### config.mk
export PLATFORM = sky130hd
export DESIGN_NAME = dual_sensor_block_average_threshold
export DESIGN_NICKNAME = d
export VERILOG_FILES = /design/src/hdl/dsba_pkg.sv /design/src/hdl/dsba_accum.sv /design/src/hdl/dual_sensor_block_average_threshold.sv
export SDC_FILE = /design/constraint.sdc
export NUM_CORES = 1
export LEC_CHECK = 0
export BUFFER_PORTS_ARGS = -buffer_cell sky130_fd_sc_hd__clkbuf_2
export CORE_MARGIN = 1
export CORE_UTILIZATION = 35
export DETAILED_ROUTE_END_ITERATION = 10
export GPL_ROUTABILITY_DRIVEN = 0
export SETUP_SLACK_MARGIN = 0.15
export SYNTH_ARGS = -nofsm -noshare
export SYNTH_HDL_FRONTEND = slang
export SYNTH_SLANG_ARGS = --single-unit
export TNS_END_PERCENT = 10
### constraint.sdc
create_clock -name clock -period 5.2 [get_ports clock]
set_input_delay 1.56 -clock clock [delete_from_list [all_inputs] [get_ports clock]]
set_output_delay 1.56 -clock clock [all_outputs]
set_load 0.02 [all_outputs]
### src/hdl/dsba_pkg.sv
package dsba_pkg;

   // Field widths.
   localparam int SAMPLE_W = 10;
   localparam int TENTHS_W = 13;

   // Temperature scale: tenths = avg * 1250 / 256, truncated.
   localparam int                  SCALE_W          = 11;
   localparam logic [SCALE_W-1:0]  TEMP_SCALE_NUM   = 11'd1250;
   localparam int                  TEMP_SCALE_SHIFT = 8;
   localparam int                  SCALED_W         = SAMPLE_W + SCALE_W;

   // Threshold values after reset.
   localparam logic [SAMPLE_W-1:0] LIGHT_THRESHOLD_RESET = 10'd250;
   localparam logic [TENTHS_W-1:0] TEMP_THRESHOLD_RESET  = 13'd270;

   typedef enum logic [0:0] {
      REG_LIGHT_THRESHOLD = 1'b0,
      REG_TEMP_THRESHOLD  = 1'b1
   } csr_index_type;

endpackage

### src/hdl/dsba_accum.sv
module dsba_accum #(
   parameter int WINDOW = 16
) (
   input  logic                          clock,
   input  logic                          reset,
   input  logic                          accept,
   input  logic [dsba_pkg::SAMPLE_W-1:0] sample,
   input  logic                          advance,
   output logic [dsba_pkg::SAMPLE_W-1:0] avg_hold
);
   import dsba_pkg::*;

   localparam int SUM_W   = $clog2(WINDOW * 1023 + 1);
   localparam int CNT_W   = $clog2(WINDOW);
   localparam int L_W     = $clog2(WINDOW);
   localparam int SHIFT   = SUM_W + L_W;
   localparam int RECIP_W = SUM_W + 2;
   localparam int PROD_W  = SUM_W + RECIP_W;
   localparam logic [CNT_W-1:0]   LAST  = CNT_W'(WINDOW - 1);
   // Rounded-up reciprocal; exact floor(sum / WINDOW) for every sum below 2**SUM_W.
   localparam logic [RECIP_W-1:0] RECIP =
      RECIP_W'(((64'd1 << SHIFT) + 64'(WINDOW) - 64'd1) / 64'(WINDOW));

   logic [SUM_W-1:0]    sum_ff, sum_in;
   logic [CNT_W-1:0]    count_ff, count_in;
   logic                done_ff, done_in;
   logic [SUM_W-1:0]    done_sum_ff, done_sum_in;
   logic [SAMPLE_W-1:0] hold_ff, hold_in;
   logic [SUM_W-1:0]    sum_next;
   logic [PROD_W-1:0]   product;

   assign sum_next = sum_ff + SUM_W'(sample);
   assign product  = PROD_W'(done_sum_ff) * PROD_W'(RECIP);

   always_comb begin
      sum_in      = sum_ff;
      count_in    = count_ff;
      done_in     = done_ff;
      done_sum_in = done_sum_ff;
      hold_in     = hold_ff;
      if (accept) begin
         done_sum_in = sum_next;
         if (count_ff == LAST) begin
            sum_in   = '0;
            count_in = '0;
            done_in  = 1'b1;
         end else begin
            sum_in   = sum_next;
            count_in = count_ff + 1'b1;
            done_in  = 1'b0;
         end
      end
      // The completed block's average lands in the hold register as its item moves on.
      if (advance && done_ff) begin
         hold_in = product[SHIFT +: SAMPLE_W];
      end
   end

   always_ff @(posedge clock) begin
      if (reset) begin
         sum_ff   <= '0;
         count_ff <= '0;
         done_ff  <= 1'b0;
         hold_ff  <= '0;
      end else begin
         sum_ff   <= sum_in;
         count_ff <= count_in;
         done_ff  <= done_in;
         hold_ff  <= hold_in;
      end
   end

   always_ff @(posedge clock) begin
      done_sum_ff <= done_sum_in;
   end

   assign avg_hold = hold_ff;

endmodule

### src/hdl/dual_sensor_block_average_threshold.sv
// Dual sensor block averager with threshold flags.
// Input channel (req_): one sample tick per transfer, a light and a temperature reading.
// Result channel (rsp_): one result per accepted tick, in order: the held light average,
// the held temperature average scaled to tenths of a degree, and the lamp and heat flags.
// Each channel averages non-overlapping blocks of LIGHT_WINDOW and TEMP_WINDOW ticks; the
// tick that closes a block already reports the new average.
// Configuration (csr_): a write with csr_we high sets a threshold at once; write only
// while no result is outstanding.
// Pipeline: a transferred tick passes through stage s1, stage s2 and the output register,
// where its result is valid. Throughput is one tick per cycle while the receiver does not
// stall: accumulate, reciprocal multiply and temperature scale each have their own pipeline stage.
// Reset clears sums, counts and held averages to zero, empties the pipeline and restores
// the thresholds to 250 and 270.
// When the receiver stalls, the result holds in the output register and the stages behind
// it keep filling; req_ready drops only once every stage holds an item.
module dual_sensor_block_average_threshold #(
   parameter int LIGHT_WINDOW = 16,
   parameter int TEMP_WINDOW  = 128
) (
   input  logic                          clock,
   input  logic                          reset,
   input  logic                          req_valid,
   output logic                          req_ready,
   input  logic [dsba_pkg::SAMPLE_W-1:0] req_light_sample,
   input  logic [dsba_pkg::SAMPLE_W-1:0] req_temp_sample,
   output logic                          rsp_valid,
   input  logic                          rsp_ready,
   output logic [dsba_pkg::SAMPLE_W-1:0] rsp_light_average,
   output logic [dsba_pkg::TENTHS_W-1:0] rsp_temperature_tenths,
   output logic                          rsp_lamp_on,
   output logic                          rsp_heat_on,
   input  logic                          csr_we,
   input  dsba_pkg::csr_index_type       csr_index,
   input  logic [dsba_pkg::TENTHS_W-1:0] csr_wdata
);
   import dsba_pkg::*;

   logic                s1_valid_ff, s1_valid_in;
   logic                s2_valid_ff, s2_valid_in;
   logic                rsp_valid_ff, rsp_valid_in;
   logic                out_adv, s2_adv, s1_adv;
   logic                accept, s1_move, s2_move;
   logic [SAMPLE_W-1:0] light_hold, temp_hold;
   logic [SCALED_W-1:0] scaled;
   logic [TENTHS_W-1:0] tenths;
   logic [SAMPLE_W-1:0] light_thr_ff, light_thr_in;
   logic [TENTHS_W-1:0] temp_thr_ff, temp_thr_in;
   logic [SAMPLE_W-1:0] light_avg_ff, light_avg_in;
   logic [TENTHS_W-1:0] tenths_ff, tenths_in;
   logic                lamp_ff, lamp_in;
   logic                heat_ff, heat_in;

   // Each stage moves on when the stage ahead is empty or moving itself.
   assign out_adv   = !rsp_valid_ff || rsp_ready;
   assign s2_adv    = !s2_valid_ff || out_adv;
   assign s1_adv    = !s1_valid_ff || s2_adv;
   assign req_ready = s1_adv;
   assign accept    = req_valid && s1_adv;
   assign s1_move   = s1_valid_ff && s2_adv;
   assign s2_move   = s2_valid_ff && out_adv;

   dsba_accum #(.WINDOW(LIGHT_WINDOW)) u_light (
      .clock    (clock),
      .reset    (reset),
      .accept   (accept),
      .sample   (req_light_sample),
      .advance  (s1_move),
      .avg_hold (light_hold)
   );

   dsba_accum #(.WINDOW(TEMP_WINDOW)) u_temp (
      .clock    (clock),
      .reset    (reset),
      .accept   (accept),
      .sample   (req_temp_sample),
      .advance  (s1_move),
      .avg_hold (temp_hold)
   );

   assign scaled = SCALED_W'(temp_hold) * SCALED_W'(TEMP_SCALE_NUM);
   assign tenths = scaled[TEMP_SCALE_SHIFT +: TENTHS_W];

   always_comb begin
      s1_valid_in  = s1_adv ? req_valid : s1_valid_ff;
      s2_valid_in  = s2_adv ? s1_valid_ff : s2_valid_ff;
      rsp_valid_in = out_adv ? s2_valid_ff : rsp_valid_ff;

      light_avg_in = light_avg_ff;
      tenths_in    = tenths_ff;
      lamp_in      = lamp_ff;
      heat_in      = heat_ff;
      if (s2_move) begin
         light_avg_in = light_hold;
         tenths_in    = tenths;
         lamp_in      = light_hold < light_thr_ff;
         heat_in      = tenths >= temp_thr_ff;
      end

      light_thr_in = light_thr_ff;
      temp_thr_in  = temp_thr_ff;
      if (csr_we) begin
         case (csr_index)
            REG_LIGHT_THRESHOLD: light_thr_in = csr_wdata[SAMPLE_W-1:0];
            REG_TEMP_THRESHOLD:  temp_thr_in  = csr_wdata;
            default:             ;
         endcase
      end
   end

   always_ff @(posedge clock) begin
      if (reset) begin
         s1_valid_ff  <= 1'b0;
         s2_valid_ff  <= 1'b0;
         rsp_valid_ff <= 1'b0;
         light_thr_ff <= LIGHT_THRESHOLD_RESET;
         temp_thr_ff  <= TEMP_THRESHOLD_RESET;
      end else begin
         s1_valid_ff  <= s1_valid_in;
         s2_valid_ff  <= s2_valid_in;
         rsp_valid_ff <= rsp_valid_in;
         light_thr_ff <= light_thr_in;
         temp_thr_ff  <= temp_thr_in;
      end
   end

   always_ff @(posedge clock) begin
      light_avg_ff <= light_avg_in;
      tenths_ff    <= tenths_in;
      lamp_ff      <= lamp_in;
      heat_ff      <= heat_in;
   end

   assign rsp_valid              = rsp_valid_ff;
   assign rsp_light_average      = light_avg_ff;
   assign rsp_temperature_tenths = tenths_ff;
   assign rsp_lamp_on            = lamp_ff;
   assign rsp_heat_on            = heat_ff;

endmodule

==> run metrics <==
Hold Path Origin temp_thr_ff[11]; register area share after synthesis 0.411; Post-Syn Nets 923; ys async rst share 0; post-route cell area 9160 um2; Final Cycle Share 0.947; CTS tree done; worst slack, placed 0.0809 ns; Slew headroom 0.278; io pins 66; final setup vio count 0; Yosys Warn Count 0; Worst EP arrival 5.09 ns; Pwr Density 301 nW/um2; clock-pin slew on the worst setup and hold paths 0.06 ns; Worst R2R Start u_temp.avg_hold[4]; Critical path origin u_temp.avg_hold[4]; clock latency on the worst-skew pair 0.43 ns; maximum vdd drop 0.000267 V; fmax 203 MHz; top_reg_cell synth dfxtp_1; library cells used by synthesis 63; top-area cell type share of the netlist area 0.235; NumNets Final 998; Hold Crit Depth 2; Avg WL per Cell 13.9 um; Syn Area/Cell 9.93 um2; vias in the first global route 5,209; Leak 4.32 nW; Cell Area, Synth 7660 um2; Setup crit end kind flip-flop; Cell Area, Placed 8300 um2; slowest CP cell fa_1; gr usage total 0.148; Setup TNS 0 ns; share of layout cells above drive strength 1 0.173; largest net degree at the start of global routing 48; antenna viol nets, final 0; post-synthesis cell count 772; Critical path buffers and inverters 5; worst clock skew 0.00999 ns; slowest stage delay, CP 0.53 ns; kind of cell adding the most delay to the critical path adder cells; DRT iter0 DRCs 293; crit-path max FO 4; total number of vias 5,501; CP Data Required Time 5.37 ns; Area Overhead vs Synth 19.5%; setup slack after layout 0.273 ns; H-tree depth 4; run status finished, final reports clean; Critical Path Stages 23; Design Power 2.76 mW; startpoint types flip-flop; clock buffer depth 2; part of the power in registers 0.433; Max Transition Viols Final 0; Final HPWL DP 11,400 um; Filler cells 2,082; Core Rows 53; most frequent CP cell ha_1; sw frac 0.238; final wirelength 15,800 um; Crit Path Class reg2reg; DR DRC count 0; CTS Sinks 135; Core ar. 21,200 um2; TritonCTS Buffers 17; Antenna Cells 0; Clock Power Share 0.453; number of synthesized flops with an enable pin 45; Die X 150 um; Synth area leaders dfxtp_1, edfxtp_1, ha_1; Worst Max-Slew Pin Slew 1.08 ns; total congestion overflow 0; antenna violations before repair 0; unrepaired setup endpoints after global routing no; Die Area 22,500 um2; FF-to-FF path depth 23; Tmin final 4.93 ns; IO buf count 65; Cell Int Power 2.10 mW; Gate power share 0.114; Worst Hold Margin 0.457 ns; Via density 4.85; switching pwr 655 uW; Die Y 150 um; number of synthesized register bits 135; cells along the critical path inv_4, fa_1, inv_1, ha_1, ha_1, ha_1, inv_1, fa_1, inv_2, ha_4, o221a_4, a31o_4, a211oi_4, buf_4, o2bb2ai_4, nand3_1, o211ai_1, ha_1, a21oi_2, nand2_1, nor2_1, a21oi_1, o31a_1; CTS Hold Bufs 0; post-synth top area cell dfxtp_1; clock root buffer master clkbuf_16; global-route wire length before repair 25,700 um; starting density of the core 0.361; MaxCap Viol Count 0; Hold Crit Class reg2reg; Pre-antenna DRT Iters 4; Final Hold Viols 0
==> area by class of cell <==
class                           count  area, um2  area share
Clock buffer                       25        497      0.0542
Tap cell                          275        344      0.0376
Timing Repair Buffer               80        438      0.0478
Multi-Input combinational cell    537       4300       0.469
Inverter                           76        290      0.0317
Clock inverter                      7        118      0.0128
Sequential cell                   135       3170       0.346
==> metrics by stage <==
step                       util  cells
after detailed placement  0.391   1096
final                     0.432   1135
after global routing      0.432   1135
after floorplan               -    772
after global placement    0.391   1096
after CTS                 0.422   1130
==> logic make-up after synthesis <==
family,synth area share
DFF,0.411
adders and majority gates,0.200
AOI/OAI and AO/OA,0.147
buffers and inverters,0.0495
muxes,0.0287
xor gates and xnor gates,0.0377
and+or+nand+nor,0.126
==> power by group through the flow <==
stage          clock [mW]  sequential [mW]  combinational [mW]
2_1_floorplan           0             1.22               0.228
3_3_place_gp            0             1.22               0.310
3_5_place_dp            0             1.22               0.313
4_1_cts              1.27             1.20               0.316
5_1_grt              1.32             1.20               0.355
6_report             1.25             1.19               0.314
==> path summary, 6_finish.rpt <==
path,to,slack (ns)
worst max-delay path,rsp_heat_on,0.27
worst min-delay path,temp_thr_ff[11],0.46
worst max register to register,rsp_heat_on,0.27
worst min register to register,temp_thr_ff[11],0.46
==> per-layer routing <==
layer,vias up,global-route usage,wire [um]
li1,2858,-,-
met1,2529,0.200,7790
met2,100,0.230,7110
met3,14,0.0363,675
met4,0,0.0485,190
met5,-,0,0
==> registers in the layout, indices dropped and copies added, names as in the netlist, 13 cells and up <==
| name | flops |
|---|---|
| u_light.sum_ff | 14 |
| u_temp.sum_ff | 17 |
| temp_thr_ff | 13 |
| rsp_temperature_tenths | 13 |
==> worst register-to-register path, stage by stage, from the launching register on <==
cell and delay, ns:
dfxtp_4 0.36, inv_4 0.05, fa_1 0.53, inv_1 0.04
ha_1 0.27, ha_1 0.30, ha_1 0.27, inv_1 0.04
fa_1 0.49, inv_2 0.05, ha_4 0.24, o221a_4 0.13
a31o_4 0.24, a211oi_4 0.27, buf_4 0.17, o2bb2ai_4 0.14
nand3_1 0.09, o211ai_1 0.16, ha_1 0.32, a21oi_2 0.18
nand2_1 0.09, nor2_1 0.09, a21oi_1 0.05, o31a_1 0.11
==> layout by cell type (no fill, tap or decap), types with 8 or more instances in the layout <==
master	instances
nor2b_1	9
clkbuf_2	65
dfxtp_1	83
xnor2_1	18
nor2_1	72
o21ai_0	14
mux2i_1	22
xor2_1	15
nor3_1	11
a21oi_1	45
a22oi_1	8
inv_1	68
a21o_1	15
fa_1	18
nand2_1	67
ha_1	82
o21a_1	13
edfxtp_1	45
o211ai_1	15
clkbuf_16	18
ha_4	11
buf_4	15
nand3_1	11
==> cell usage after synthesis, drive strengths merged (17+ instances only) <==
cell type  instances
ha                94
dfxtp             90
inv               76
nor2              72
nand2             67
a21oi             48
edfxtp            45
mux2i             22
fa                18
o21ai             18
xnor2             18
clkbuf            17
==> timing repair <==
item / CTS / global route
gates resized for setup: 5 / 33
pin swaps: 1 / 15
endpoints found under the setup margin: 1 / 1
setup buffers: 2 / 5
Power figures use the tool's default switching activity.
